[src/sv/rcmd_pkg.sv]
// Shared types and constants for the repetition code majority decoder.
package rcmd_pkg;

    // Key byte and code word widths
    localparam int KEY_W      = 8;
    localparam int CNT_W      = $clog2(KEY_W);
    localparam int ONES_W     = $clog2(KEY_W + 1);
    localparam int MINOR_W    = 3;
    localparam int OUT_ERR_W  = 14;
    localparam int ERR_W_DEF  = 14;

    // Decode thresholds and packer limits
    localparam logic [ONES_W-1:0] MAJORITY_MIN = ONES_W'(5);
    localparam logic [ONES_W-1:0] WORD_BITS    = ONES_W'(KEY_W);
    localparam logic [CNT_W-1:0]  CNT_FULL     = CNT_W'(KEY_W - 1);
    localparam logic [OUT_ERR_W-1:0] OUT_ERR_MAX = {OUT_ERR_W{1'b1}};

    // Result of decoding one code word
    typedef struct packed {
        logic               dec_bit;
        logic [MINOR_W-1:0] minority;
    } t_decode;

endpackage

[src/sv/rcmd_word_decode.sv]
// Code word decode: unmask, popcount, majority bit and minority count.
module rcmd_word_decode
    import rcmd_pkg::*;
(
    input  logic [KEY_W-1:0] i_code_byte,
    input  logic [KEY_W-1:0] i_helper_byte,
    output t_decode          o_decode
);

    logic [KEY_W-1:0]  word;
    logic [ONES_W-1:0] ones;
    logic [ONES_W-1:0] minority_full;

    // Unmask the response and count set bits
    always_comb begin
        word = i_code_byte ^ i_helper_byte;
        ones = '0;
        for (int i = 0; i < KEY_W; i++) begin
            ones = ones + ONES_W'(word[i]);
        end
    end

    // Pick the majority bit and count the bits that disagree with it
    always_comb begin
        o_decode.dec_bit = (ones >= MAJORITY_MIN);
        if (o_decode.dec_bit) begin
            minority_full = WORD_BITS - ones;
        end else begin
            minority_full = ones;
        end
        o_decode.minority = minority_full[MINOR_W-1:0];
    end

endmodule

[src/sv/repetition_code_majority_decoder.sv]
// Top level of the repetition code majority decoder.
//
// Input channel: i_in_valid / o_in_ready carry one masked response byte, its
// helper byte and a last flag per transaction. Each transaction decodes one
// key bit by majority over the XOR of the two bytes.
// Output channel: o_out_valid / i_out_ready carry one key byte, the running
// corrected-error total and a last flag. A key byte leaves after every eighth
// code word, and on a code word flagged last any partial byte leaves
// left-aligned with zero low bits.
// A transaction accepted into the input register is decoded into the output
// register once the output slot is free.
// Throughput: one code word per cycle while the receiver does not stall; the
// single pass of popcount, packer shift and saturating error add between the
// input and output registers sets that figure.
// The error total saturates at all ones of ERR_WIDTH bits, is shown clamped
// to 14 bits, and is cleared only by reset, not by the last flag.
// Reset (i_rst_n low, synchronous) empties both registers and clears the
// packer, the bit count and the error total.
// When the receiver stalls, the result holds in the output register and one
// more transaction waits in the input register; o_in_ready then drops.
module repetition_code_majority_decoder
    import rcmd_pkg::*;
#(
    parameter int ERR_WIDTH = ERR_W_DEF
) (
    input  logic                 i_clk,
    input  logic                 i_rst_n,
    input  logic                 i_in_valid,
    output logic                 o_in_ready,
    input  logic [KEY_W-1:0]     i_code_byte,
    input  logic [KEY_W-1:0]     i_helper_byte,
    input  logic                 i_in_last,
    output logic                 o_out_valid,
    input  logic                 i_out_ready,
    output logic [KEY_W-1:0]     o_key_byte,
    output logic [OUT_ERR_W-1:0] o_error_total,
    output logic                 o_out_last
);

    // Input register
    logic             r_s1_valid;
    logic [KEY_W-1:0] r_s1_code;
    logic [KEY_W-1:0] r_s1_helper;
    logic             r_s1_last;

    // Decoder state
    logic [KEY_W-2:0]     r_packer, n_packer;
    logic [CNT_W-1:0]     r_count, n_count;
    logic [ERR_WIDTH-1:0] r_acc, n_acc;

    // Output register
    logic                 r_out_valid;
    logic [KEY_W-1:0]     r_key, n_key;
    logic [OUT_ERR_W-1:0] r_err, n_err;
    logic                 r_out_last;

    t_decode            dec;
    logic               out_free;
    logic               s1_move;
    logic               emit;
    logic [KEY_W-1:0]   packed_bits;
    logic [ERR_WIDTH:0] acc_sum;
    logic [CNT_W-1:0]   shift;

    rcmd_word_decode u_decode (
        .i_code_byte   (r_s1_code),
        .i_helper_byte (r_s1_helper),
        .o_decode      (dec)
    );

    // Handshake: advance the input stage whenever the output slot frees
    assign out_free   = !r_out_valid || i_out_ready;
    assign s1_move    = r_s1_valid && out_free;
    assign o_in_ready = !r_s1_valid || s1_move;

    // Saturating error add
    always_comb begin
        acc_sum = {1'b0, r_acc} + (ERR_WIDTH + 1)'(dec.minority);
        if (acc_sum[ERR_WIDTH]) begin
            n_acc = {ERR_WIDTH{1'b1}};
        end else begin
            n_acc = acc_sum[ERR_WIDTH-1:0];
        end
    end

    // Clamp or zero-extend the running total to the output field width
    generate
        if (ERR_WIDTH > OUT_ERR_W) begin : g_err_clamp
            always_comb begin
                if (n_acc > ERR_WIDTH'(OUT_ERR_MAX)) begin
                    n_err = OUT_ERR_MAX;
                end else begin
                    n_err = n_acc[OUT_ERR_W-1:0];
                end
            end
        end else if (ERR_WIDTH == OUT_ERR_W) begin : g_err_same
            assign n_err = n_acc;
        end else begin : g_err_extend
            assign n_err = {{(OUT_ERR_W - ERR_WIDTH){1'b0}}, n_acc};
        end
    endgenerate

    // Pack the new bit, left-align the byte and decide whether to emit
    always_comb begin
        packed_bits = {r_packer, dec.dec_bit};
        shift       = CNT_FULL - r_count;
        n_key       = packed_bits << shift;
        emit        = (r_count == CNT_FULL) || r_s1_last;
        if (emit) begin
            n_packer = '0;
            n_count  = '0;
        end else begin
            n_packer = packed_bits[KEY_W-2:0];
            n_count  = r_count + CNT_W'(1);
        end
    end

    // Hold control state and valid flags
    always_ff @(posedge i_clk) begin
        if (!i_rst_n) begin
            r_s1_valid  <= 1'b0;
            r_out_valid <= 1'b0;
            r_packer    <= '0;
            r_count     <= '0;
            r_acc       <= '0;
        end else begin
            if (o_in_ready) begin
                r_s1_valid <= i_in_valid;
            end
            if (s1_move) begin
                r_out_valid <= emit;
                r_packer    <= n_packer;
                r_count     <= n_count;
                r_acc       <= n_acc;
            end else if (i_out_ready) begin
                r_out_valid <= 1'b0;
            end
        end
    end

    // Load payload registers
    always_ff @(posedge i_clk) begin
        if (o_in_ready && i_in_valid) begin
            r_s1_code   <= i_code_byte;
            r_s1_helper <= i_helper_byte;
            r_s1_last   <= i_in_last;
        end
        if (s1_move && emit) begin
            r_key      <= n_key;
            r_err      <= n_err;
            r_out_last <= r_s1_last;
        end
    end

    assign o_out_valid   = r_out_valid;
    assign o_key_byte    = r_key;
    assign o_error_total = r_err;
    assign o_out_last    = r_out_last;

    // A last code word leaves the packer empty
    a_last_clears: assert property (@(posedge i_clk) disable iff (!i_rst_n)
        (s1_move && r_s1_last) |=> (r_count == '0 && r_packer == '0))
        else $error("packer not cleared after last code word");

    // The error total never decreases outside reset
    a_err_monotonic: assert property (@(posedge i_clk) disable iff (!i_rst_n)
        $past(i_rst_n) |-> (r_acc >= $past(r_acc)))
        else $error("error total decreased");

    // No result without a full byte or a last flag
    a_no_spurious: assert property (@(posedge i_clk) disable iff (!i_rst_n)
        (s1_move && r_count != CNT_FULL && !r_s1_last) |=> !o_out_valid)
        else $error("result emitted mid-byte");

endmodule

[config.mk]
export PLATFORM = sky130hd
export DESIGN_NAME = repetition_code_majority_decoder
export DESIGN_NICKNAME = d
export VERILOG_FILES = /design/src/sv/rcmd_pkg.sv /design/src/sv/rcmd_word_decode.sv /design/src/sv/repetition_code_majority_decoder.sv
export SDC_FILE = /design/constraint.sdc
export NUM_CORES = 1
export LEC_CHECK = 0
export BUFFER_PORTS_ARGS = -buffer_cell sky130_fd_sc_hd__clkbuf_2
export CORE_MARGIN = 2
export CORE_UTILIZATION = 50
export DETAILED_ROUTE_END_ITERATION = 7
export PLACE_DENSITY = 0.73
export SLEW_MARGIN = 20
export SYNTH_ARGS = -nofsm -noshare
export SYNTH_HDL_FRONTEND = slang
export SYNTH_SLANG_ARGS = --single-unit
export TNS_END_PERCENT = 10
[constraint.sdc]
create_clock -name i_clk -period 7.4 [get_ports i_clk]
set_input_delay 0.37 -clock i_clk [delete_from_list [all_inputs] [get_ports i_clk]]
set_output_delay 0.37 -clock i_clk [all_outputs]
set_load 0.05 [all_outputs]
==> After elaboration in Yosys (flattened, before gate mapping) <==
Cells that the tools add are included.
{ "word_totals": {"inputBits": 21, "elab_cells": 41, "ff_bits": 66, "mem_bits_rw": 0, "output_inout_bits": 25, "latchBits": 0, "rom_bits": 0, "mem_count": 0} }
{ "classes": {"multipliers": 0, "div_mod_pow": 0, "bitwise": 1, "n_shift": 1, "reduce_logical": 9, "magnitude_cmp": 1, "n_eq_ne": 1, "add_sub_neg": 11, "mux": 6} }
{ "op_table": {"columns": ["cell", "count"], "rows": [
  ["$add 4x1->4", 6],
  ["$add 14x3->15", 1],
  ["$mux 14", 1],
  ["$shl 8x3->8", 1],
  ["$xor 8x8->8", 1],
  ["$mux 7", 1],
  ["$mux 3", 2],
  ["$ge 4x3->1 const B", 1],
  ["$add 3x1->3 const B", 1],
  ["$eq 3x3->1 const B", 1],
  ["$logic_and 1x1->1", 3],
  ["$logic_or 1x1->1", 3],
  ["$sub 1x3->3 const A", 1],
  ["$sub 3x3->3 const A", 1],
  ["$add 1x1->2", 1],
  ["$logic_not 1->1", 2],
  ["$mux 1", 2],
  ["$reduce_bool 2->1", 1]
]} }

==> Logic depth before layout (Yosys ltp) <==
Gate-level depths: netlist of run 1.
{ "depth": {"depth_word": 12, "mapped_depth": 22, "ltp_nobuf": 21} }

==> Cells and area by module <==
From an unflattened synthesis of run 1, not the netlist that was laid out.
{ "unflattened": {"hier_cells": 298, "hier_area_um2": 3196.8} }
{ "modules_own_cells": {"columns": ["module", "cells_each", "area_per_inst_um2", "seq_area_each_um2", "instances"], "rows": [
  ["repetition_code_majority_decoder", 267, 2897.8, 1721.7, 1],
  ["rcmd_word_decode", 31, 299.0, 0.0, 1]
]} }

==> Least setup slack after synthesis of run 1 <==
No wires, ideal clock.
{ "synth_timing": {"path_type": "register to register", "startpoint": "register r_s1_helper[0]", "endpoint": "register r_err[13] (netlist: o_error_total[13]) (data pin)", "arrival_ns": 5.028, "slack_ns": 2.108, "required_ns": 7.136, "n_path_buf": 2, "path_stages_with_launch": 22, "setup_time_ns": 0.264, "period_less_slack_ns": 5.292, "path_cell_list": "edfxtp_1 -> xor2_1 -> ha_1 -> fa_1 -> inv_1 -> fa_1 -> inv_1 -> fa_1 -> inv_1 -> fa_1 -> ha_1 -> nor2b_1 -> o22ai_1 -> nor2b_1 -> xnor2_1 -> ha_1 -> and2b_1 -> o21ai_2 -> nand2b_4 -> buf_6 -> buf_2 -> o21ai_0"} }
{ "synth_via": {"elab_chain_cells": 12, "elab_cells_between_ends": 13, "cone_classes": "add/sub: 9; order compare: 1; mux: 2; bitwise: 1"} }
{ "synth_rtl": {"columns": ["element", "line", "text"], "rows": [
  ["start: declaration", "repetition_code_majority_decoder.sv:43", "logic [KEY_W-1:0] r_s1_helper;"],
  ["start signal: assignment", "repetition_code_majority_decoder.sv:145", "r_s1_helper <= i_helper_byte;"],
  ["$xor 8x8->8 (*)", "rcmd_word_decode.sv:16", "word = i_code_byte ^ i_helper_byte;"],
  ["$add 1x1->2 (*)", "rcmd_word_decode.sv:19", "ones = ones + ONES_W'(word[i]);"],
  ["$add 4x1->4 (*) (6 in a row)", "rcmd_word_decode.sv:19", null],
  ["$ge 4x3->1 / $sub 1x3->3 (equally long branches)", "rcmd_word_decode.sv:25, rcmd_word_decode.sv:27", null],
  ["$mux 3 (*)", "rcmd_word_decode.sv:26", "if (o_decode.dec_bit) begin"],
  ["$add 14x3->15 (*)", "repetition_code_majority_decoder.sv:78", "acc_sum = {1'b0, r_acc} + (ERR_WIDTH + 1)'(dec.minority);"],
  ["$mux 14 (*)", "repetition_code_majority_decoder.sv:79", "if (acc_sum[ERR_WIDTH]) begin"],
  ["via n_acc[13]", "repetition_code_majority_decoder.sv:49", "logic [ERR_WIDTH-1:0] r_acc, n_acc;"],
  ["end signal: assignment", "repetition_code_majority_decoder.sv:150", "r_err <= n_err;"],
  ["end: declaration", "repetition_code_majority_decoder.sv:54", "logic [OUT_ERR_W-1:0] r_err, n_err;"]
]} }
The timed path passes the listed nets; every way through them passes the cells marked *.
A chain may end at the register's enable or synchronous reset.

==> Worst setup path after layout of run 1 <==
{ "layout_timing": {"startpoint": "register r_s1_helper[0]", "endpoint": "register r_acc[9]"} }
{ "layout_via": {"elab_chain_cells": 12, "elab_cells_between_ends": 13, "cone_classes": "add/sub: 9; order compare: 1; mux: 2; bitwise: 1"} }
{ "layout_rtl": {"columns": ["element", "line", "text"], "rows": [
  ["$xor 8x8->8 (*)", "rcmd_word_decode.sv:16", null],
  ["$add 1x1->2 (*)", "rcmd_word_decode.sv:19", null],
  ["$add 4x1->4 (*) (6 in a row)", "rcmd_word_decode.sv:19", null],
  ["$ge 4x3->1 / $sub 1x3->3 (equally long branches)", "rcmd_word_decode.sv:25, rcmd_word_decode.sv:27", null],
  ["$mux 3 (*)", "rcmd_word_decode.sv:26", null],
  ["$add 14x3->15 (*)", "repetition_code_majority_decoder.sv:78", null],
  ["$mux 14 (*)", "repetition_code_majority_decoder.sv:79", null],
  ["end signal: assignment", "repetition_code_majority_decoder.sv:134", "r_acc <= n_acc;"],
  ["end: declaration", "repetition_code_majority_decoder.sv:49", null]
]} }
Every way passes the cells marked *; elsewhere a longest branch is shown, timed or not.

==> impl_metrics.env, run 1 <==
export IMPL_status="complete, no violations"
export IMPL_arrival_ns=5.87
export IMPL_powerDensity_nw_per_um2=287
export IMPL_core_sq_um=6280
export IMPL_hold_class="in2reg"
export IMPL_grt_pass1_wl_microns=9480
export IMPL_grt_max_degree=24
export IMPL_hpwlAfterDp_microns=3670
export IMPL_cts_repair_resized=0
export IMPL_pwr_share_comb_pct=31.4
export IMPL_finalCritPeriodShare_pct=76.3
export IMPL_fmax_mhz=177
export IMPL_critPathMaxStageDelay_ns=0.54
export IMPL_synth_seq_cells=66
export IMPL_clkTransAtPathRegs_ns=0.06
export IMPL_synthFlopType="edfxtp_1"
export IMPL_finalSetupTns_ns=0
export IMPL_gp_congestion=0.812
export IMPL_tightest_slew_ns=0.884
export IMPL_dp_cells=385
export IMPL_finish_utilization_pct=57.9
export IMPL_switching_power_mw=0.344
export IMPL_worst_path_max_fanout=23
export IMPL_relSlewSlack_pct=41.0
export IMPL_post_cts_setup_buffers=0
export IMPL_cp_required_ns=7.62
export IMPL_rows=29
export IMPL_drive_gt1_share_pct=24.1
export IMPL_instances_no_fill=401
export IMPL_clk_path_buf_depth=2
export IMPL_min_path_cells=1
export IMPL_overflow=0
export IMPL_drt_pass1_iter_count=4
export IMPL_numCtsBuffers=9
export IMPL_crit_top_cell="fa_1"
export IMPL_synth_commonest_cells="edfxtp_1 (40), dfxtp_1 (26), nand2_1 (23)"
export IMPL_routedWlPerCell_microns=13.6
export IMPL_drcViolationCount=0
export IMPL_sequentialPowerShare_pct=41.5
export IMPL_start_kind="flip-flop"
export IMPL_synth_edff_count=40
export IMPL_ys_types=54
export IMPL_ctsHoldBuffers=0
export IMPL_synthesis_nets=311
export IMPL_ant_nets=0
export IMPL_start_util_pct=51.1
export IMPL_ys_seq_area_share_pct=53.7
export IMPL_synth_most_common_cell="edfxtp_1"
export IMPL_rsz0062_at_grt="false"
export IMPL_clockPowerShare_pct=27.0
export IMPL_drt_iter0_drc=116
export IMPL_hold_viol=0
export IMPL_cp_cell_sequence="xor2_1 > ha_1 > fa_1 > inv_1 > fa_1 > inv_1 > fa_1 > inv_1 > fa_1 > ha_1 > nor2b_1 > o22ai_1 > nor2b_1 > xnor2_1 > ha_1 > and2b_1 > o21ai_2 > nand2b_4 > nand3_1 > o221a_2"
export IMPL_viasPerCell=5.31
export IMPL_first_global_vias=2072
export IMPL_synth_warning_count=0
export IMPL_synth_top_area_share_pct=37.5
export IMPL_antenna_found_initial=0
export IMPL_dieArea_sq_um=7070
export IMPL_maxSlewViolCount=0
export IMPL_area_growth_pct=13.4
export IMPL_min_period_ns=5.65
export IMPL_power_total_mw=1.04
export IMPL_netlist_area_sq_um=3210
export IMPL_slowest_stage="fa_1"
export IMPL_die_h_microns=84.1
export IMPL_num_vias=2130
export IMPL_tritoncts="yes"
export IMPL_drt_total_wl_microns=5440
export IMPL_die_x_microns=84.1
export IMPL_cts_root_buf="clkbuf_8"
export IMPL_avgSynthCellArea_sq_um=11.7
export IMPL_synthArstFlopShare_pct=0
export IMPL_track_usage_pct=17.0
export IMPL_fin_nets=356
export IMPL_clock_skew_ns=0.0132
export IMPL_report_final_setup_viol=0
export IMPL_clock_sinks=66
export IMPL_vdd_drop_max_uv=176
export IMPL_clock_latency_ns=0.34
export IMPL_yosys_area_top_type="edfxtp_1"
export IMPL_ys_top_cells_by_area="edfxtp_1 (37%), dfxtp_1 (16%), ha_1 (4.3%)"
export IMPL_reg2reg_depth=20
export IMPL_critPathCaptureType="flip-flop"
export IMPL_p_int_mw=0.700
export IMPL_maxCapViolCount=0
export IMPL_htreeDepth=3
export IMPL_ios=46
export IMPL_port_buffer_count=45
export IMPL_antenna_cells=0
export IMPL_p_leak_nw=1.49
export IMPL_syn_inst=274
export IMPL_p_sw_share_pct=33.0
export IMPL_critical_path_class="reg2reg"
[sequential cells by signal, indices dropped and copies added, names as in the netlist]
name / flops
r_s1_valid: 1
r_s1_code: 8
o_error_total: 14
r_count: 3
r_s1_last: 1
r_s1_helper: 8
r_packer: 7
o_key_byte: 8
o_out_valid: 1
o_out_last: 1
r_acc: 14
[power groups by stage]
stage	sequential, mW	clock [mW]	combinational, mW
global route	0.436	0.308	0.376
global placement	0.441	0	0.317
finish	0.434	0.282	0.328
CTS	0.434	0.291	0.329
detailed placement	0.442	0	0.326
floorplan	0.468	0	0.231
[cell families (layout without fill, tap and decap cells)]
kind of cell | Yosys count | in the layout | synth area share (%)
muxes | 11 | 11 | 3.98
DFF | 66 | 66 | 53.7
and+or+nand+nor | 81 | 81 | 13.7
buffers and inverters | 26 | 76 | 3.98
adders and majority gates | 16 | 16 | 7.41
xor gates and xnor gates | 18 | 18 | 4.92
AOI/OAI and AO/OA | 56 | 56 | 12.4
[routing by layer]
| metal | up-vias | share of wire, % | track usage [%] |
|---|---|---|---|
| met4 | 0 | 1.6 | 5.72 |
| met5 | - | 0 | 0 |
| met3 | 8 | 5.6 | 5.93 |
| met1 | 981 | 46 | 22.5 |
| li1 | 1085 | - | - |
| met2 | 56 | 46 | 26.3 |
[worst paths after layout]
kind / start / to / slack, ns
hold reg to reg: r_packer[6] / r_packer[6] / 0.52
setup / recovery: r_s1_helper[0] / r_acc[9] / 1.75
setup reg to reg: r_s1_helper[0] / r_acc[9] / 1.75
hold / removal: i_code_byte[6] / r_s1_code[6] / 0.21
[critical path: cells and delay by family (launching register included)]
kind	cells	cell delay, ns
XOR/XNOR	2	0.30
AND/OR/NAND/NOR	5	1.01
flip-flops	1	0.38
adder cells (fa/ha/maj)	7	2.78
buffers and inverters	3	0.19
AO/OA/AOI/OAI	3	0.86
[per-stage QoR]
step	hold slack [ns]	setup slack [ns]	instance area (sq um)
after floorplan	0.467	2.11	3210
after global placement	0.491	1.93	3460
after detailed placement	0.497	1.81	3460
after CTS	0.192	1.73	3640
after global routing	0.189	1.41	3640
final	0.207	1.75	3640
[final cells by class]
type                            count  area [sq um]
Inverter                           15          56.3
Tap cell                           77          96.3
Clock buffer                       12           135
Fill cell                         524          2640
Multi-Input combinational cell    182          1360
Sequential cell                    66          1720
Clock inverter                      4          43.8
Timing Repair Buffer               45           225
[cell usage in the layout, fill, tap and decap left out, types with 2 or more instances in the layout]
cell,count
clkbuf_2,45
nor2_1,22
xnor2_1,6
nor3b_1,2
a21o_1,2
a311oi_1,6
o211ai_1,3
mux2_2,4
mux2i_1,6
nor3_2,2
fa_1,5
a21oi_1,12
a22oi_1,9
clkinv_2,2
o21ai_0,10
o221a_2,3
nand2b_4,2
dfxtp_1,26
a31oi_1,2
and2_1,3
clkbuf_8,9
clkinv_1,2
ha_1,11
nor2b_1,5
edfxtp_1,40
nand4_1,4
xor2_1,12
nand2_1,23
nand3_1,5
inv_1,14
clkbuf_1,3
(Power assumes the default switching activity.)
==> run 2: changes to the inputs <==
--- a/config.mk
+++ b/config.mk
@@ -5,11 +5,12 @@
 export SDC_FILE = /design/constraint.sdc
 export NUM_CORES = 1
 export LEC_CHECK = 0
+export ABC_AREA = 1
 export BUFFER_PORTS_ARGS = -buffer_cell sky130_fd_sc_hd__clkbuf_2
 export CORE_MARGIN = 2
 export CORE_UTILIZATION = 50
 export DETAILED_ROUTE_END_ITERATION = 7
-export PLACE_DENSITY = 0.73
+export PLACE_DENSITY = 0.76
 export SLEW_MARGIN = 20
 export SYNTH_ARGS = -nofsm -noshare
 export SYNTH_HDL_FRONTEND = slang
==> constraint.sdc (replaced) <==
create_clock -name i_clk -period 4.9 [get_ports i_clk]
set_input_delay 0.245 -clock i_clk [delete_from_list [all_inputs] [get_ports i_clk]]
set_output_delay 0.245 -clock i_clk [all_outputs]
set_load 0.05 [all_outputs]
==> impl_metrics.env, run 2 <==
export IMPL_yosys_area_share_adder_pct=7.32
export IMPL_ios=46
export IMPL_synthesis_nets=391
export IMPL_synth_top_family_by_area="simple AND/OR/NAND/NOR gates"
export IMPL_overflow=0
export IMPL_layout_commonest_cell="nand2_1"
export IMPL_maxSlewViolCount=0
export IMPL_powerDensity_nw_per_um2=462
export IMPL_finalCritPeriodShare_pct=97.0
export IMPL_clockPowerShare_pct=20.6
export IMPL_clkTransAtPathRegs_ns=0.06
export IMPL_synth_compound_area_share_pct=7.47
export IMPL_drt_total_wl_microns=6360
export IMPL_critical_path_class="reg2reg"
export IMPL_cp_required_ns=5.01
export IMPL_p_leak_nw=1.75
export IMPL_synth_warning_count=0
export IMPL_finalSetupTns_ns=0
export IMPL_clk_path_buf_depth=2
export IMPL_drt_pass1_iter_count=6
export IMPL_tightest_slew_ns=0.980
export IMPL_power_total_mw=1.79
export IMPL_area_growth_pct=19.5
export IMPL_ys_types=29
export IMPL_htreeDepth=3
export IMPL_p_int_mw=1.15
export IMPL_fmax_mhz=210
export IMPL_finish_utilization_pct=61.5
export IMPL_synthArstFlopShare_pct=0
export IMPL_antenna_cells=0
export IMPL_drt_iter0_drc=108
export IMPL_instances_no_fill=497
export IMPL_pwr_share_comb_pct=42.1
export IMPL_status="complete, no violations"
export IMPL_rows=29
export IMPL_netlist_area_sq_um=3250
export IMPL_grt_max_degree=27
export IMPL_port_buffer_count=45
export IMPL_mostFrequentLayoutCells="nand2_1 (72), clkbuf_2 (45), inv_1 (44)"
export IMPL_ctsHoldBuffers=0
export IMPL_viasPerCell=5.24
export IMPL_synth_seq_cells=66
export IMPL_synth_most_common_cell="nand2_1"
export IMPL_start_util_pct=51.5
export IMPL_drcViolationCount=0
export IMPL_syn_inst=354
export IMPL_yosys_area_top_type="edfxtp_1"
export IMPL_first_global_vias=2371
export IMPL_min_period_ns=4.75
export IMPL_whs_endpoint="r_s1_code[0]"
export IMPL_sequentialPowerShare_pct=37.3
export IMPL_timing_hold_ws_ns=0.0762
export IMPL_r2r_start="r_s1_code[1]"
export IMPL_synth_edff_count=40
export IMPL_critPathCaptureType="flip-flop"
export IMPL_die_x_microns=84.6
export IMPL_fin_nets=452
export IMPL_hold_class="in2reg"
export IMPL_clock_skew_ns=0.0118
export IMPL_dieArea_sq_um=7160
export IMPL_dp_cells=476
export IMPL_drive_gt1_share_pct=26.7
export IMPL_postLayoutCellArea_sq_um=3880
export IMPL_dpl_instance_area_sq_um=3580
export IMPL_reg2reg_depth=24
export IMPL_grt_pass1_wl_microns=10400
export IMPL_synthFlopType="edfxtp_1"
export IMPL_vdd_drop_max_uv=280
export IMPL_synth_top_area_share_pct=37.0
export IMPL_tritoncts="yes"
export IMPL_synthXorXnorAreaFrac_pct=3.50
export IMPL_antenna_found_initial=0
export IMPL_ant_nets=0
export IMPL_ys_top_cells_by_area="edfxtp_1 (37%), dfxtp_1 (16%), nand2_1 (8.9%)"
export IMPL_worst_path_max_fanout=6
export IMPL_core_sq_um=6310
export IMPL_die_h_microns=84.6
export IMPL_synth_commonest_cells="nand2_1 (77), inv_1 (49), edfxtp_1 (40)"
export IMPL_report_final_setup_viol=0
export IMPL_timing_rr_end="o_error_total[8]"
export IMPL_relSlewSlack_pct=34.5
export IMPL_clock_latency_ns=0.35
export IMPL_ff2ff_setup_slack_ns=0.15
export IMPL_yosys_area_share_simple_pct=21.1
export IMPL_ys_seq_area_share_pct=53.0
export IMPL_numCtsBuffers=9
export IMPL_layout_setup_ws_ns=0.149
export IMPL_cts_root_buf="clkbuf_8"
export IMPL_num_vias=2606
export IMPL_clock_sinks=66
export IMPL_hpwlAfterDp_microns=4220
export IMPL_track_usage_pct=18.5
export IMPL_arrival_ns=4.86
export IMPL_maxCapViolCount=0
export IMPL_start_kind="flip-flop"
export IMPL_min_from="i_code_byte[0]"
export IMPL_dp_worst_setup_slack_ns=-0.222
export IMPL_rsz0062_at_grt="true"
export IMPL_hold_viol=0
export IMPL_p_sw_share_pct=36.1
export IMPL_avgSynthCellArea_sq_um=9.18
export IMPL_synth_mux_area_share_pct=0.616
export IMPL_gp_congestion=0.848
export IMPL_min_path_cells=1
export IMPL_switching_power_mw=0.649
export IMPL_routedWlPerCell_microns=12.8
==> run 2: cell types whose count changed after synthesis, sizes merged, moves of 5 or more <==
cell	delta
nand2	+58
inv	+35
nand3	+21
a21oi	+12
nor2	+11
o21ai	+10
a22oi	-9
a311oi	-6
nor2b	-5
==> run 2: repair_timing <==
action / in CTS / in global routing
cloned: 1 / 0
buffers inserted: 1 / 3
endpoints found under the setup margin: 28 / 28
pin swaps: 6 / 16
gates resized for setup: 14 / 19
==> run 2: critical path, stage by stage (launching register included) <==
cell	delay (ns)
edfxtp_1	0.37
xor2_1	0.18
ha_1	0.31
fa_1	0.52
inv_2	0.04
fa_1	0.49
inv_1	0.05
fa_2	0.34
inv_2	0.06
fa_1	0.45
ha_2	0.20
inv_2	0.05
nand2_2	0.04
nand2_2	0.09
nand2_2	0.08
o21ai_2	0.15
inv_1	0.07
fa_2	0.35
inv_2	0.07
nand3_2	0.08
nand2_4	0.14
nand2_1	0.06
nand2_1	0.09
nand3_2	0.11
buf_6	0.13
==> run 2: cell families after synthesis <==
group | Yosys count
xor+xnor | 13
compound gates | 48
simple gates | 152
flops | 66
buf+inv | 57
mux | 2
fa+ha+maj | 16
==> run 2: area by class of cell <==
type / count / area (sq um)
fill: 551 / 2430
sequential: 66 / 1720
multi-input combinational: 232 / 1410
timing repair buffer: 56 / 315
inverter: 50 / 188
clock buffer: 12 / 135
tap: 77 / 96.3
clock inverter: 4 / 18.8
==> run 2: worst max path at each step <==
stage	from	end	slack (ns)
2_1_floorplan	r_s1_helper[0]	o_error_total[10]	0.002
6_report	r_s1_code[1]	o_error_total[8]	0.15
4_1_cts	r_s1_helper[0]	o_error_total[9]	-0.01
3_3_place_gp	r_s1_helper[0]	r_acc[12]	-0.11
5_1_grt	r_s1_code[1]	r_acc[12]	-0.04
3_5_place_dp	r_s1_helper[0]	r_acc[12]	-0.22
==> run 2: metal layers <==
metal	track usage, %	routed length [microns]	up-vias
met3	5.51	405	15
met1	20.4	2510	1211
met4	8.51	140	0
met2	32.6	3310	97
li1	-	-	1283
met5	0	0	-
==> run 2: power groups by stage <==
stage / registers (mW) / clock network [mW] / logic, mW
global route: 0.674 / 0.406 / 0.836
detailed placement: 0.680 / 0 / 0.634
finish: 0.670 / 0.369 / 0.755
floorplan: 0.726 / 0 / 0.391
global placement: 0.679 / 0 / 0.609
CTS: 0.669 / 0.377 / 0.670
==> run 3: changes to the inputs <==
--- a/config.mk
+++ b/config.mk
@@ -5,7 +5,6 @@
 export SDC_FILE = /design/constraint.sdc
 export NUM_CORES = 1
 export LEC_CHECK = 0
-export ABC_AREA = 1
 export BUFFER_PORTS_ARGS = -buffer_cell sky130_fd_sc_hd__clkbuf_2
 export CORE_MARGIN = 2
 export CORE_UTILIZATION = 50
==> impl_metrics.env, run 3 (synthesis results as in run 1) <==
export IMPL_hold_viol=0
export IMPL_routedWlPerCell_microns=14.2
export IMPL_track_usage_pct=17.1
export IMPL_min_period_ns=4.95
export IMPL_fin_nets=373
export IMPL_layout_setup_ws_ns=-0.0527
export IMPL_gp_congestion=0.824
export IMPL_critPathCaptureType="flip-flop"
export IMPL_cp_cell_sequence="xor2_1 > ha_1 > fa_1 > inv_1 > fa_1 > inv_2 > fa_2 > inv_2 > fa_1 > ha_2 > nor2b_4 > o22ai_4 > nor2b_4 > xnor2_2 > ha_4 > and2b_2 > o21ai_4 > nand2b_4 > nand3_2 > o221a_4"
export IMPL_report_final_setup_viol=5
export IMPL_drt_iter0_drc=137
export IMPL_start_kind="flip-flop"
export IMPL_grt_pass1_wl_microns=9410
export IMPL_area_growth_pct=25.7
export IMPL_critPathMaxStageDelay_ns=0.49
export IMPL_maxCapViolCount=0
export IMPL_maxSlewViolCount=0
export IMPL_clkTransAtPathRegs_ns=0.07
export IMPL_ant_nets=0
export IMPL_grt_max_degree=24
export IMPL_worst_path_max_fanout=6
export IMPL_p_leak_nw=1.66
export IMPL_dpl_instance_area_sq_um=3540
export IMPL_tightest_slew_ns=0.803
export IMPL_drive_gt1_share_pct=36.4
export IMPL_layout_commonest_cell="clkbuf_2"
export IMPL_num_vias=2265
export IMPL_dp_cells=393
export IMPL_tritoncts="yes"
export IMPL_finalSetupTns_ns=-0.166
export IMPL_die_h_microns=84.1
export IMPL_critical_path_class="reg2reg"
export IMPL_first_global_vias=2087
export IMPL_slowest_stage="fa_1"
export IMPL_drt_pass1_iter_count=4
export IMPL_postLayoutCellArea_sq_um=4030
export IMPL_switching_power_mw=0.658
export IMPL_fmax_mhz=202
export IMPL_crit_top_cell="fa_1"
export IMPL_drcViolationCount=0
export IMPL_clk_path_buf_depth=2
export IMPL_numCtsBuffers=9
export IMPL_pwr_share_comb_pct=40.1
export IMPL_relSlewSlack_pct=46.4
export IMPL_ios=46
export IMPL_violations="negative setup slack"
export IMPL_ctsHoldBuffers=0
export IMPL_port_buffer_count=45
export IMPL_dieArea_sq_um=7070
export IMPL_clock_skew_ns=0.00871
export IMPL_instances_no_fill=418
export IMPL_clockPowerShare_pct=28.1
export IMPL_powerDensity_nw_per_um2=514
export IMPL_finalCritPeriodShare_pct=101
export IMPL_status="finished, violations left"
export IMPL_hpwlAfterDp_microns=3790
export IMPL_arrival_ns=5.19
export IMPL_die_x_microns=84.1
export IMPL_cp_required_ns=5.14
export IMPL_core_sq_um=6280
export IMPL_mostFrequentLayoutCells="clkbuf_2 (45), edfxtp_1 (40), dfxtp_1 (26)"
export IMPL_cts_root_buf="clkbuf_8"
export IMPL_p_sw_share_pct=31.8
export IMPL_antenna_found_initial=0
export IMPL_htreeDepth=3
export IMPL_sequentialPowerShare_pct=31.8
export IMPL_clock_sinks=66
export IMPL_drt_total_wl_microns=5930
export IMPL_rsz0062_at_grt="true"
export IMPL_viasPerCell=5.42
export IMPL_hold_class="in2reg"
export IMPL_start_util_pct=51.1
export IMPL_p_int_mw=1.41
export IMPL_clock_latency_ns=0.35
export IMPL_fill_cells=455
export IMPL_overflow=0
export IMPL_worst_path_buf_inv=3
export IMPL_vdd_drop_max_uv=287
export IMPL_crit_family="adder cells"
export IMPL_layout_area_seq_sq_um=1720
export IMPL_antenna_cells=0
export IMPL_multi_input_area_sq_um=1540
export IMPL_rows=29
[run 3: timing repair]
action                                  in CTS  in global routing
endpoints found under the setup margin      27                 28
pin swaps                                    4                  9
buffers inserted                             5                  3
cloned                                       1                  0
resized for setup                            9                 24
[run 3: worst register-to-register path, stage by stage (launching register included)]
cell	delay, ns
edfxtp_1	0.38
xor2_1	0.17
ha_1	0.31
fa_1	0.49
inv_1	0.05
fa_1	0.49
inv_2	0.04
fa_2	0.34
inv_2	0.06
fa_1	0.45
ha_2	0.23
nor2b_4	0.12
o22ai_4	0.09
nor2b_4	0.16
xnor2_2	0.19
ha_4	0.25
and2b_2	0.24
o21ai_4	0.20
nand2b_4	0.23
nand3_2	0.10
o221a_4	0.29
[run 3: layout make-up]
cell class                      count  area share, %
Multi-Input combinational cell    183           38.2
Tap cell                           77           2.39
Clock inverter                      4           2.36
Sequential cell                    66           42.7
Timing Repair Buffer               61           8.85
Clock buffer                       12           4.13
Inverter                           15           1.40
[run 3: worst paths after layout]
path	to	from	slack [ns]	depth (start not counted)
worst min-delay path	r_s1_helper[4]	i_helper_byte[4]	0.07	1
worst max register to register	r_acc[9]	r_s1_helper[1]	-0.05	20
worst min register to register	o_out_valid	o_out_valid	0.53	2
worst max-delay path	r_acc[9]	r_s1_helper[1]	-0.05	20
[run 3: per-stage QoR]
stage	utilization, %	setup WS, ns	total power, mW	hold WS, ns
after global placement	56.4	-0.0414	1.21	0.422
after detailed placement	56.4	-0.198	1.23	0.424
after CTS	61.8	-0.0737	1.86	0.0625
after global routing	64.2	-0.271	2.17	0.0579
after floorplan	-	0.0316	1.07	0.344
final	64.2	-0.0527	2.07	0.0720
[run 3: metal layers]
metal | GRT usage, % | vias to the layer above | part of all wire [%]
li1 | - | 1118 | -
met1 | 20.2 | 1059 | 43
met2 | 28.1 | 77 | 49
met3 | 5.24 | 11 | 6.1
met4 | 8.94 | 0 | 2.3
met5 | 0 | - | 0
[run 3: power by group through the flow]
stage               Sequential (mW)  Clock, mW  Combinational, mW
floorplan                     0.706          0              0.368
global placement              0.666          0              0.547
detailed placement            0.667          0              0.566
CTS                           0.655      0.590              0.613
global route                  0.661      0.620              0.893
finish                        0.658      0.583              0.830
